**src/rtl/tpvr_pkg.sv**
```systemverilog
// ----------------------------------------------------------------------------
// Three-plane video RAM: shared package
// Sizes, request codes, the structs passed between the sequencer and the
// read-modify-write logic, and the pixel row builder.
// ----------------------------------------------------------------------------
package tpvr_pkg;

  // Plane size in bytes and screen line length in bytes; both powers of two.
  localparam int PLANE_BYTES    = 8192;
  localparam int BYTES_PER_LINE = 32;

  localparam int ADDR_W = $clog2(PLANE_BYTES);
  localparam int OFS_W  = 13;
  localparam int BYTE_W = 8;
  // One memory word holds the same byte of all three planes.
  localparam int WORD_W = 3 * BYTE_W;
  localparam int ROW_W  = 24;

  // Request types.
  localparam logic [1:0] REQ_WRITE  = 2'd0;
  localparam logic [1:0] REQ_READ   = 2'd1;
  localparam logic [1:0] REQ_SELECT = 2'd2;

  // Plane selector codes.
  localparam logic [1:0] SEL_PLANE0 = 2'd0;
  localparam logic [1:0] SEL_PLANE1 = 2'd1;
  localparam logic [1:0] SEL_PLANE2 = 2'd2;
  localparam logic [1:0] SEL_CLEAR  = 2'd3;

  // Selector bit addresses for a selector write.
  localparam logic [OFS_W-1:0] SEL_BIT0_OFS = OFS_W'(0);
  localparam logic [OFS_W-1:0] SEL_BIT1_OFS = OFS_W'(1);

  // Request held by the sequencer while it executes.
  typedef struct packed {
    logic [1:0]        req_type;
    logic [OFS_W-1:0]  offset;
    logic [BYTE_W-1:0] data;
    logic [1:0]        sel;
  } req_t;

  // Write-back to the plane memory.
  typedef struct packed {
    logic              we;
    logic [WORD_W-1:0] wdata;
  } wb_t;

  // One result item.
  typedef struct packed {
    logic [BYTE_W-1:0] read_byte;
    logic              row_valid;
    logic [7:0]        pixel_x;
    logic [7:0]        pixel_y;
    logic [ROW_W-1:0]  pixel_row;
  } result_t;

  // Sequencer status seen by the top level.
  typedef struct packed {
    logic clearing;
    logic exec;
  } seq_status_t;

  // Wrap a byte offset onto the plane size.
  function automatic logic [ADDR_W-1:0] plane_addr(logic [OFS_W-1:0] ofs);
    return ADDR_W'(32'(ofs) & (PLANE_BYTES - 1));
  endfunction

  // Build eight 3-bit pixels, leftmost pixel from bit 7 of each plane.
  function automatic logic [ROW_W-1:0] build_row(logic [WORD_W-1:0] word);
    logic [ROW_W-1:0] row;
    row = '0;
    for (int i = 0; i < 8; i++) begin
      row[3*i +: 3] = {word[7-i], word[BYTE_W+7-i], word[2*BYTE_W+7-i]};
    end
    return row;
  endfunction

endpackage

```
**src/rtl/tpvr_rmw.sv**
```systemverilog
// ----------------------------------------------------------------------------
// Three-plane video RAM: read-modify-write logic
// Merges the data byte into the word read from memory and forms the result.
// ----------------------------------------------------------------------------
module tpvr_rmw (
  input  tpvr_pkg::req_t                 req,
  input  logic [tpvr_pkg::WORD_W-1:0]    rdata,
  output tpvr_pkg::wb_t                  wb,
  output tpvr_pkg::result_t              res
);

  localparam int BW = tpvr_pkg::BYTE_W;

  logic [tpvr_pkg::WORD_W-1:0] new_word;
  logic [BW-1:0]               sel_byte;
  logic [31:0]                 off32;

  // New word after a video write, and the byte a read returns.
  always_comb begin
    new_word = rdata;
    sel_byte = '0;
    case (req.sel)
      tpvr_pkg::SEL_PLANE0: begin
        new_word[0 +: BW] = req.data;
        sel_byte          = rdata[0 +: BW];
      end
      tpvr_pkg::SEL_PLANE1: begin
        new_word[BW +: BW] = req.data;
        sel_byte           = rdata[BW +: BW];
      end
      tpvr_pkg::SEL_PLANE2: begin
        new_word[2*BW +: BW] = req.data;
        sel_byte             = rdata[2*BW +: BW];
      end
      default: begin
        new_word = '0;
        sel_byte = '0;
      end
    endcase
  end

  assign off32 = 32'(tpvr_pkg::plane_addr(req.offset));

  // Write-back only on a video write.
  always_comb begin
    wb.we    = (req.req_type == tpvr_pkg::REQ_WRITE);
    wb.wdata = new_word;
  end

  // Result fields; all zero unless the request type gives them a meaning.
  always_comb begin
    res = '0;
    case (req.req_type)
      tpvr_pkg::REQ_WRITE: begin
        res.row_valid = 1'b1;
        res.pixel_x   = 8'((off32 % tpvr_pkg::BYTES_PER_LINE) * 8);
        res.pixel_y   = 8'(off32 / tpvr_pkg::BYTES_PER_LINE);
        res.pixel_row = tpvr_pkg::build_row(new_word);
      end
      tpvr_pkg::REQ_READ: begin
        res.read_byte = sel_byte;
      end
      default: begin
        res = '0;
      end
    endcase
  end

endmodule

```
**config.mk**
```make
export PLATFORM = sky130hd
export DESIGN_NAME = tpvr_rmw
export DESIGN_NICKNAME = d
export VERILOG_FILES = /design/src/rtl/tpvr_pkg.sv /design/src/rtl/tpvr_rmw.sv
export SDC_FILE = /design/constraint.sdc
export NUM_CORES = 1
export LEC_CHECK = 0
export ABC_AREA = 1
export BUFFER_PORTS_ARGS = -buffer_cell sky130_fd_sc_hd__buf_2
export CAP_MARGIN = 10
export CORE_ASPECT_RATIO = 2
export CORE_UTILIZATION = 35
export DETAILED_ROUTE_END_ITERATION = 10
export GPL_ROUTABILITY_DRIVEN = 1
export PLACE_DENSITY = 0.85
export SETUP_SLACK_MARGIN = 0.3
export SYNTH_ARGS = -nofsm -noshare
export SYNTH_HDL_FRONTEND = slang
export SYNTH_SLANG_ARGS = --single-unit
```
**constraint.sdc**
```tcl
create_clock -name vclk -period 1.74
set_input_delay 0.261 -clock vclk [all_inputs]
set_output_delay 0.261 -clock vclk [all_outputs]
set_load 0.005 [all_outputs]
```
* Word level (Yosys, flattened, before mapping)
Index checks and enable logic that the tools add are counted.
** Storage, ports and cells
- Register bits after elaboration :: 0
- Output and inout bits :: 74
- Logic and storage cells :: 14
** Cells by class
- Eq/ne operators :: 3
- Multiplexer cells :: 6
- Reductions and logical operators :: 5
** Operators with widths (count)
- $pmux 8 s2 :: 3
- $mux 41 :: 1
- $pmux 8 s3 :: 1
- $mux 8 :: 1
- $reduce_or 2->1 :: 3
- $eq 2x1->1 const B :: 2
- $logic_not 2->1 :: 2
- $eq 2x2->1 const B :: 1

* Logic depth before layout (Yosys ltp)
- Depth after elaboration :: 4
- Depth in mapped cells :: 8
- Depth with buffers taken out :: 6

* Least setup slack after synthesis
OpenSTA, ideal clock, no wires.
- Path kind :: input port to output port
- Start :: input port req[0] in the netlist's numbering
- End :: output port res[5] in the netlist's numbering
- Data arrival time :: 1254 ps
- Data required time :: 1479 ps
- Slack :: 225 ps
- Cell stages on the path :: 7
- Path buffers :: 1
- Cell sequence :: clkinv_1 > ha_1 > clkbuf_1 > nand2_1 > nand2_1 > nand2_1 > nor2_1
** RTL lines
- start: declaration :: line tpvr_rmw.sv:6 : input tpvr_pkg::req_t req,
- end: declaration :: line tpvr_rmw.sv:9 : output tpvr_pkg::result_t res

==> results by group <==
Worst setup path
  – Critical path arrival: 1.25 ns
  – CP max-delay cell: ha_4
  – CP delay by family, top: buffers and inverters
  – WP data required: 1.48 ns
  – Critical path launch point type: primary input
  – CP bufs+invs: 6
  – Type of the worst setup path: primary input to output port
  – CP endpoint kind: output port
  – Worst-path maximum fanout: 8
  – Slowest stage delay, CP: 0.18 ns
  – CP cell instances: buf_12, clkinv_8, buf_12, ha_4, buf_6, nand2_1, nand3_1, nand2_1, inv_1, buf_2
  – CP Launch Point: req[0]

Placement
  – Placed cell areas: 0.00161 mm^2
  – Post-Place Setup Slack: 0.0745 ns
  – PortBufs: 120
  – Gp weighted congestion: about 0.96
  – Final HPWL DP: roughly 3300 um

Global routing
  – Vias in the first global route: 1,426
  – First-pass GRT wire length: a little under 6000 um
  – Total global-route track usage: approximately a quarter
  – Initial antenna violation count: 0
  – Pin count of the biggest net entering global routing: 30
  – Total global routing overflow: 0

Timing
  – Fmax: 660 MHz
  – Fin crit period: 1.52 ns
  – Unrepaired setup endpoints after global routing: yes
  – Final hold vios: 0
  – Post-route setup TNS: 0 ns
  – Slew Viols, Final: 0
  – Fin worst setup slack: 0.225 ns
  – Fin crit share: 87.1%
  – Final setup violation count: 0

Drt
  – Vias per std cell: 5.05
  – Drt drc: 0
  – WL final: ~5300 um
  – Routed len/inst: 13.8 um
  – Post-route ant nets: 0
  – Vias post-DR: 1,949
  – Initial DRC Count: 83
  – TritonRoute pass-1 iters: 5

Layout
  – Share of cells above drive strength 1: 58.5%
  – Fillers: 213
  – Most frequent cells in the layout: 116 x buf_2, 67 x nand2_1, 36 x inv_1
  – Layout area overhead: 112%
  – Most common cell after layout, fill and taps aside: buf_2
  – Fin area: 0.00219 mm^2
  – Num sequential: 0
  – Antenna Cells: 0
  – # clk buffers: 0
  – Sequential Area: 0 um^2
  – Fin nets: 413

Power
  – Combinational power share: 100.0%
  – Sw frac: 53.2%
  – Leak pwr: 1.48 nW
  – Internal power: 259 uW
  – Clock Power Share: 0%
  – Peak VDD IR: 225 uV
  – PD cells: 253 mW/mm^2
  – NetSw: 294 uW
  – Reg power frac: 0%

Logic synthesis
  – Netlist cell types: 18
  – Avg Cell Area, Syn: approximately 4.5 um^2
  – Synth warn: 0
  – Synthesized area: 0.00103 mm^2
  – Sequential share of the synthesized area: 0%
  – Post-synthesis cell count: 231

Die
  – Die ar.: about 0.0032 mm^2
  – Initial Util: 37.3%
  – Site Rows: 27
  – Die W: between 40 and 50 um
  – Io pins: 123
  – Core area: 0.00277 mm^2
  – Die height: 78.8 um

Run status
  – Status: finished, final reports clean

Worst hold path
  – Hold Crit Class: primary input to output port
  – Min-Delay Path Depth: 4
  – WHS Endpoint: res[28]
  – HP Start: req[19]

Clock network
  – CTS Hold Buffers Added: 0

Job
  – MaxCap Viol Count: 0
[worst max path at each step]
stage                    to  slack [ns]  depth (start not counted)
detailed placement   res[6]        0.07                          8
global placement    res[15]        0.08                          8
finish              res[41]        0.22                         10
global route        res[44]        0.16                         10
floorplan            res[5]        0.39                          7
CTS                  res[6]        0.29                          9
[area by class of cell]
type / count / area, um^2 / share of cell area [%]
multi-input cells: 176 / 1060 / 48.4
inverters: 42 / 189 / 8.63
well taps: 29 / 36.3 / 1.66
repair buffers: 139 / 905 / 41.3
[what timing repair did]
item                                    4_1_cts  5_1_grt
endpoints found under the setup margin       54       54
gates resized for setup                      32       83
hold endpoints to repair                      0        0
setup buffers                                 5        7
pin swaps                                     8       33
cloned                                        0        2
[Yosys cell counts]
master / instances / area [um^2]
a21oi_1: 4 / 20.0
a21oi_2: 4 / 35.0
and2_1: 8 / 50.1
buf_2: 5 / 25.0
buf_4: 5 / 37.5
buf_6: 3 / 33.8
clkbuf_1: 1 / 3.75
clkbuf_2: 1 / 5.00
clkinv_1: 2 / 7.51
conb_1: 1 / 3.75
ha_1: 5 / 62.6
inv_1: 39 / 146
inv_2: 1 / 3.75
nand2_1: 105 / 394
nand3_1: 8 / 40.0
nor2_1: 30 / 113
nor2_4: 1 / 11.3
o21ai_0: 8 / 40.0
[per-stage QoR]
stage / cells / power [mW] / hold slack [ns] / utilization [%]
after global routing: 386 / 0.600 / 0.834 / 79.0
after CTS: 377 / 0.419 / 0.800 / 64.2
after global placement: 372 / 0.368 / 0.796 / 58.2
after detailed placement: 372 / 0.371 / 0.800 / 58.2
final: 386 / 0.553 / 0.801 / 79.0
after floorplan: 233 / 0.200 / 0.552 / -
[kinds of logic (layout without fill, tap and decap cells)]
| kind of cell | Yosys count | after routing | share of synthesized area [%] |
|---|---|---|---|
| AO/OA/AOI/OAI | 16 | 16 | 9.21 |
| other | 1 | 3 | 0.363 |
| AND/OR/NAND/NOR | 152 | 152 | 58.9 |
| buffers and inverters | 57 | 181 | 25.5 |
| adder cells (fa/ha/maj) | 5 | 5 | 6.06 |
[power by group through the flow]
stage	clock network (mW)	logic, mW	registers (mW)
6_report	0	0.553	0
5_1_grt	0	0.600	0
4_1_cts	0	0.419	0
3_5_place_dp	0	0.371	0
3_3_place_gp	0	0.368	0
2_1_floorplan	0	0.200	0
[worst min-delay path: cells and delay by family]
family / cells / cell delay (ns)
buf+inv: 3 / 0.25
simple gates: 1 / 0.03
[metal layers]
layer  wire length (um)  track usage, %  part of all wire [%]
met4                209            6.00                   3.9
met1               1650            22.9                    31
met3                449           0.838                   8.4
met5                  0               0                     0
met2               3030            51.6                    57
(Power assumes the default switching activity.)
