**src/rtl/tpvr_pkg.sv**
```systemverilog
// ----------------------------------------------------------------------------
// Three-plane video RAM: shared package
// Sizes, request codes, the structs passed between the sequencer and the
// read-modify-write logic, and the pixel row builder.
// ----------------------------------------------------------------------------
package tpvr_pkg;

  // Plane size in bytes and screen line length in bytes; both powers of two.
  localparam int PLANE_BYTES    = 8192;
  localparam int BYTES_PER_LINE = 32;

  localparam int ADDR_W = $clog2(PLANE_BYTES);
  localparam int OFS_W  = 13;
  localparam int BYTE_W = 8;
  // One memory word holds the same byte of all three planes.
  localparam int WORD_W = 3 * BYTE_W;
  localparam int ROW_W  = 24;

  // Request types.
  localparam logic [1:0] REQ_WRITE  = 2'd0;
  localparam logic [1:0] REQ_READ   = 2'd1;
  localparam logic [1:0] REQ_SELECT = 2'd2;

  // Plane selector codes.
  localparam logic [1:0] SEL_PLANE0 = 2'd0;
  localparam logic [1:0] SEL_PLANE1 = 2'd1;
  localparam logic [1:0] SEL_PLANE2 = 2'd2;
  localparam logic [1:0] SEL_CLEAR  = 2'd3;

  // Selector bit addresses for a selector write.
  localparam logic [OFS_W-1:0] SEL_BIT0_OFS = OFS_W'(0);
  localparam logic [OFS_W-1:0] SEL_BIT1_OFS = OFS_W'(1);

  // Request held by the sequencer while it executes.
  typedef struct packed {
    logic [1:0]        req_type;
    logic [OFS_W-1:0]  offset;
    logic [BYTE_W-1:0] data;
    logic [1:0]        sel;
  } req_t;

  // Write-back to the plane memory.
  typedef struct packed {
    logic              we;
    logic [WORD_W-1:0] wdata;
  } wb_t;

  // One result item.
  typedef struct packed {
    logic [BYTE_W-1:0] read_byte;
    logic              row_valid;
    logic [7:0]        pixel_x;
    logic [7:0]        pixel_y;
    logic [ROW_W-1:0]  pixel_row;
  } result_t;

  // Sequencer status seen by the top level.
  typedef struct packed {
    logic clearing;
    logic exec;
  } seq_status_t;

  // Wrap a byte offset onto the plane size.
  function automatic logic [ADDR_W-1:0] plane_addr(logic [OFS_W-1:0] ofs);
    return ADDR_W'(32'(ofs) & (PLANE_BYTES - 1));
  endfunction

  // Build eight 3-bit pixels, leftmost pixel from bit 7 of each plane.
  function automatic logic [ROW_W-1:0] build_row(logic [WORD_W-1:0] word);
    logic [ROW_W-1:0] row;
    row = '0;
    for (int i = 0; i < 8; i++) begin
      row[3*i +: 3] = {word[7-i], word[BYTE_W+7-i], word[2*BYTE_W+7-i]};
    end
    return row;
  endfunction

endpackage

```
**src/rtl/tpvr_seq.sv**
```systemverilog
// ----------------------------------------------------------------------------
// Three-plane video RAM: sequencer
// Runs the clearing pass after reset, takes requests, drives the memory port
// and holds the plane selector.
// ----------------------------------------------------------------------------
module tpvr_seq (
  input  logic                           clk,
  input  logic                           rst_n,
  input  logic                           in_valid,
  input  logic [1:0]                     in_req_type,
  input  logic [tpvr_pkg::OFS_W-1:0]     in_byte_offset,
  input  logic [tpvr_pkg::BYTE_W-1:0]    in_write_byte,
  output logic                           in_stall,
  input  logic                           out_free,
  input  tpvr_pkg::wb_t                  wb,
  output tpvr_pkg::req_t                 req,
  output tpvr_pkg::seq_status_t          status,
  output logic                           ram_we,
  output logic                           ram_re,
  output logic [tpvr_pkg::ADDR_W-1:0]    ram_addr,
  output logic [tpvr_pkg::WORD_W-1:0]    ram_wdata
);

  localparam logic [1:0] ST_CLEAR = 2'd0;
  localparam logic [1:0] ST_IDLE  = 2'd1;
  localparam logic [1:0] ST_EXEC  = 2'd2;

  localparam logic [tpvr_pkg::ADDR_W-1:0] LAST_ADDR =
    tpvr_pkg::ADDR_W'(tpvr_pkg::PLANE_BYTES - 1);

  logic [1:0]                    state_r, state_nxt;
  logic [tpvr_pkg::ADDR_W-1:0]   clr_cnt_r, clr_cnt_nxt;
  logic [1:0]                    sel_r, sel_nxt;
  logic [1:0]                    req_type_r;
  logic [tpvr_pkg::OFS_W-1:0]    offset_r;
  logic [tpvr_pkg::BYTE_W-1:0]   data_r;
  logic                          accept;
  logic                          done;

  assign in_stall = (state_r != ST_IDLE);
  assign accept   = in_valid && !in_stall;
  assign done     = (state_r == ST_EXEC) && out_free;

  // Memory port: clearing sweep, read on a transfer, write-back of a video write on completion.
  always_comb begin
    ram_we    = 1'b0;
    ram_re    = 1'b0;
    ram_addr  = tpvr_pkg::plane_addr(offset_r);
    ram_wdata = wb.wdata;
    case (state_r)
      ST_CLEAR: begin
        ram_we    = 1'b1;
        ram_addr  = clr_cnt_r;
        ram_wdata = '0;
      end
      ST_IDLE: begin
        ram_re   = in_valid;
        ram_addr = tpvr_pkg::plane_addr(in_byte_offset);
      end
      ST_EXEC: begin
        ram_we = wb.we && out_free;
      end
      default: begin
        ram_we = 1'b0;
      end
    endcase
  end

  // State, clearing counter and selector updates.
  always_comb begin
    state_nxt   = state_r;
    clr_cnt_nxt = clr_cnt_r;
    sel_nxt     = sel_r;
    case (state_r)
      ST_CLEAR: begin
        clr_cnt_nxt = clr_cnt_r + 1'b1;
        if (clr_cnt_r == LAST_ADDR) begin
          state_nxt = ST_IDLE;
        end
      end
      ST_IDLE: begin
        if (accept) begin
          state_nxt = ST_EXEC;
        end
      end
      ST_EXEC: begin
        if (done) begin
          state_nxt = ST_IDLE;
          if (req_type_r == tpvr_pkg::REQ_SELECT) begin
            if (offset_r == tpvr_pkg::SEL_BIT0_OFS) begin
              sel_nxt[0] = data_r[0];
            end else if (offset_r == tpvr_pkg::SEL_BIT1_OFS) begin
              sel_nxt[1] = data_r[0];
            end
          end
        end
      end
      default: begin
        state_nxt = ST_IDLE;
      end
    endcase
  end

  // Control registers.
  always_ff @(posedge clk) begin
    if (!rst_n) begin
      state_r   <= ST_CLEAR;
      clr_cnt_r <= '0;
      sel_r     <= tpvr_pkg::SEL_PLANE0;
    end else begin
      state_r   <= state_nxt;
      clr_cnt_r <= clr_cnt_nxt;
      sel_r     <= sel_nxt;
    end
  end

  // Request registers, loaded on an input transfer.
  always_ff @(posedge clk) begin
    if (accept) begin
      req_type_r <= in_req_type;
      offset_r   <= in_byte_offset;
      data_r     <= in_write_byte;
    end
  end

  always_comb begin
    req.req_type = req_type_r;
    req.offset   = offset_r;
    req.data     = data_r;
    req.sel      = sel_r;
  end

  always_comb begin
    status.clearing = (state_r == ST_CLEAR);
    status.exec     = (state_r == ST_EXEC);
  end

endmodule

```
**config.mk**
```make
export PLATFORM = sky130hd
export DESIGN_NAME = tpvr_seq
export DESIGN_NICKNAME = d
export VERILOG_FILES = /design/src/rtl/tpvr_pkg.sv /design/src/rtl/tpvr_seq.sv
export SDC_FILE = /design/constraint.sdc
export NUM_CORES = 1
export LEC_CHECK = 0
export BUFFER_PORTS_ARGS = -buffer_cell sky130_fd_sc_hd__buf_2
export CORE_MARGIN = 5
export CORE_UTILIZATION = 35
export CTS_CLUSTER_SIZE = 12
export DETAILED_ROUTE_END_ITERATION = 8
export PLACE_DENSITY_LB_ADDON = 0.12
export SLEW_MARGIN = 20
export SYNTH_ARGS = -nofsm -noshare
export SYNTH_HDL_FRONTEND = slang
export SYNTH_SLANG_ARGS = --single-unit
```
**constraint.sdc**
```tcl
create_clock -name clk -period 3.37 [get_ports clk]
set_clock_uncertainty 0.15 [all_clocks]
set_input_delay 0.337 -clock clk [delete_from_list [all_inputs] [get_ports clk]]
set_output_delay 0.337 -clock clk [all_outputs]
set_load 0.02 [all_outputs]
```
### Word level (Yosys, flattened, before mapping)

Cells that the tools add are included.

* input port bits: 52
* output and inout port bits: 67
* register bits after elaboration: 40
* logic and storage cells: 35

* reduce and logical (&&, ||, !) cells: 9
* bitwise gates (word level): 1
* equal/unequal tests: 9
* $add $sub $neg: 1
* muxes and demuxes: 8

Operator list (number)
* $pmux 13 s2: 1
* $mux 24: 1
* $add 13x1->13 const B: 1
* $eq 13x1->1 const B: 1
* $eq 13x13->1 const B: 1
* $logic_not 13->1: 1
* $mux 2: 3
* $ne 2x1->1 const B: 3
* $pmux 2 s3: 1
* $reduce_and 5->1: 1
* $eq 2x2->1 const B: 2
* $reduce_and 4->1: 1
* $logic_and 1x1->1: 3
* $reduce_and 3->1: 1
* $eq 2x1->1 const B: 1
* $logic_not 2->1: 1
* $ne 2x2->1 const B: 1
* $pmux 1 s2: 1
* $logic_not 1->1: 1
* $mux 1: 1
* $not 1->1: 1

### Longest topological paths before layout

* depth after elaboration: 5
* gate-level depth with buffers: 6
* gate-level depth less buffers: 5

### Worst setup path before layout

No wires, ideal clock.

* path type: register -> output
* start point: register state_r[0]
* end point: output ram_addr[11] (netlist name)
* buffers on the path: 2
* arrival: 1.375 ns
* path slack: 1.508 ns
* cell stages (with the launch flop): 5
* cells stage by stage: dfxtp_1 buf_2 buf_2 mux2i_1 o21ai_0

* cells in the longest elaborated chain, start to end: 2

Ends and longest elaborated chain
* start: declaration: RTL line tpvr_seq.sv:31 `logic [1:0] state_r, state_nxt;`
* start signal: assignment: RTL line tpvr_seq.sv:111 `state_r <= state_nxt;`
* $eq 2x1->1 / $logic_not 2->1 (equally long branches): RTL line tpvr_seq.sv:50 `case (state_r)`
* $pmux 13 s2 (*): RTL line tpvr_seq.sv:50
* end: declaration: RTL line tpvr_seq.sv:20 `output logic [tpvr_pkg::ADDR_W-1:0] ram_addr,`

Every way passes the cells marked *; elsewhere a longest branch is shown, timed or not.

### Final worst setup path

* start point: register state_r[1]
* end point: output ram_re

* cells in the longest elaborated chain, start to end: 2

Ends and longest elaborated chain
* $eq 2x1->1: RTL line tpvr_seq.sv:50
* $mux 1: RTL line tpvr_seq.sv:50
* end: declaration: RTL line tpvr_seq.sv:19 `output logic ram_re,`

Every way passes these cells.

==> flow_summary.ini <==
[power_and_ir_drop]
power.total_mw = 0.951
seq_power_share = 0.549
p_int_mw = 0.766
p_switching_mw = 0.185
switching_share = 0.194
powerDensity_nw_per_um2 = 353
power.leakage_nw = 1.16
comb_power_share = 0.060
ir_drop_uv = 144
p_clk_frac = 0.391

[placed_design]
dp_hpwl_microns = 4060
dp_cells = 369
port_buffers = 118
gp_congestion = 0.794

[sta]
maxSlewViolCount = 0
hold_slack_ns = 0.0742
grt_setup_unrepaired = no
period_minus_slack_ns = 2.45
final.setup.tns_ns = 0
worst_pin_slew_ns = 0.938
setup-violations-final = 0
max_freq_mhz = 407
hold_violations = 0
relSlewSlack = 0.374
fin_crit_sh = 0.728

[die]
dieWidth_microns = 84.3
initial_core_util = 0.356
rows = 27
dieHeight_microns = 84.3
pin_count = 119
dieArea_sq_um = 7110
coreArea_sq_um = 5440

[global_routing]
grt_pass1_vias = 1807
antenna_found_initial = 0
grt_usage = 0.145
grt_first_pass_wirelength_microns = 8450
grt_max_degree = 34
gr-total-overflow = 0

[clock_tree]
clk_pin_slew_worst_paths_ns = 0.07
ctsHoldBuffers = 0
insertion_delay_ns = 0.28
cts_tree = built
clockBufferDepth = 2
cts_setup_buffers = 0
post_cts_resized = 0
cts_buffers = 5
cts_root_buf = clkbuf_8
h-tree-depth = 2
cts.sinks = 40

[yosys]
yosys_warnings = 0
syn_avg_cell_area_sq_um = 10.4
syn-cell-area_sq_um = 1930
ys.flop_type = edfxtp_1
synth_seq_cells = 40
yosysSeqAreaShare = 0.533
syn_inst = 186
ys_types = 33
synth.net_count = 239
async_flop_share = 0
synth-edff-count = 23

[layout]
syn_to_final_growth_pct = 39.4
post-route-util = 0.496
n_antenna_cell = 0
final_nets = 357
final_cells = 377
drive_gt1_frac = 0.430

[worst_hold_path]
holdPathStages = 1
min_from = in_write_byte[2]
min_to = data_r[2]
hold_class = in2reg

[detailed_routing]
wl_per_cell_microns = 13.5
drtPass1Iterations = 4
drt_iter0_drc = 70
drc = 0
vias = 1769
via_per_inst = 4.69
drt_wl_total_microns = 5100
antenna_left = 0

[worst_setup_path]
r2r-start = state_r[1]
reg2reg_slack_ns = 1.21
arrival_ns = 1.97
reg2reg_depth = 5
rr_endpoint = clr_cnt_r[12]
crit_required_ns = 2.88
critPathKind = reg2out
end_kind = output port
crit_fanout = 33
start_kind = flip-flop

[run]
maxCapViolCount = 0

[run_status]
status = completed
-- flip-flops by register name (all words and copies together), names as in the netlist --
register	cells
state_r	2
offset_r	13
req_type_r	2
data_r	8
clr_cnt_r	13
sel_r	2
-- Yosys cell counts, drive strengths merged, types with 4 or more instances --
master / instances / area (sq um)
nand4: 7 / 43.8
and2: 4 / 25.0
a21oi: 4 / 20.0
nor2b: 24 / 150
clkbuf: 7 / 26.3
o21ai: 16 / 80.1
dfxtp: 17 / 340
xor2: 8 / 70.1
mux2i: 15 / 150
edfxtp: 23 / 691
nor2: 10 / 40.0
nand2: 22 / 82.6
-- worst max-delay path by stage --
stage	depth (start not counted)	slack (ns)	endpoint	from
finish	3	0.92	ram_re	state_r[1]
global route	3	0.74	ram_re	state_r[1]
CTS	3	0.91	ram_re	state_r[1]
detailed placement	3	1.24	ram_re	state_r[1]
global placement	5	1.25	clr_cnt_r[12]	state_r[1]
floorplan	4	1.51	ram_addr[11]	state_r[0]
-- kinds of logic (layout without fill, tap and decap cells) --
family | Yosys count | after routing | share of synthesized area
muxes | 15 | 15 | 0.0776
AOI/OAI and AO/OA | 22 | 22 | 0.0602
xor gates and xnor gates | 10 | 10 | 0.0453
and+or+nand+nor | 85 | 85 | 0.247
DFF | 40 | 40 | 0.533
adders and majority gates | 1 | 1 | 0.00647
buffers and inverters | 13 | 132 | 0.0304
-- routing by layer --
| layer | vias to the layer above | part of all wire | track usage |
|---|---|---|---|
| met2 | 95 | 0.44 | 0.238 |
| met3 | 5 | 0.098 | 0.0520 |
| met1 | 779 | 0.45 | 0.182 |
| met4 | 0 | 0.012 | 0.0388 |
| li1 | 890 | - | - |
| met5 | - | 0 | 0 |
-- power by group through the flow --
stage | combinational [mW] | sequential [mW] | clock, mW
6_report | 0.0572 | 0.522 | 0.372
2_1_floorplan | 0.0212 | 0.532 | 0
4_1_cts | 0.0585 | 0.522 | 0.383
3_3_place_gp | 0.0582 | 0.533 | 0
3_5_place_dp | 0.0582 | 0.533 | 0
5_1_grt | 0.0646 | 0.523 | 0.408
-- worst max-delay path: stages (launching register included) --
cell      delay [ns]
dfxtp_1         0.94
nand3b_1        0.21
inv_1           0.26
buf_2           0.27
-- layout by cell type (no fill, tap or decap), drive strengths merged, types with 2 or more instances in the layout --
cell type,Yosys,routed
a21oi,4,4
and2,4,4
buf,3,121
clkbuf,7,5
clkinv,0,2
dfxtp,17,17
edfxtp,23,23
inv,3,3
mux2i,15,15
nand2,22,22
nand2b,3,3
nand3,3,3
nand4,7,7
nor2,10,10
nor2b,24,24
nor4,3,3
nor4b,2,2
o21ai,16,16
xnor2,2,2
xor2,8,8
-- per-stage QoR --
| stage | cell area (sq um) | setup WS (ns) |
|---|---|---|
| 2_1_floorplan | 1930 | 1.51 |
| 3_3_place_gp | 2590 | 1.25 |
| 3_5_place_dp | 2590 | 1.24 |
| 4_1_cts | 2700 | 0.908 |
| 5_1_grt | 2700 | 0.741 |
| 6_report | 2700 | 0.916 |
-- layout make-up --
class / instances / area [sq um]
tap: 72 / 90.1
fill: 545 / 2740
multi-input combinational: 133 / 845
clock buffer: 5 / 68.8
sequential: 40 / 1030
timing repair buffer: 121 / 613
inverter: 3 / 11.3
clock inverter: 3 / 37.5
Note: power is estimated with default switching activity, not from simulation.
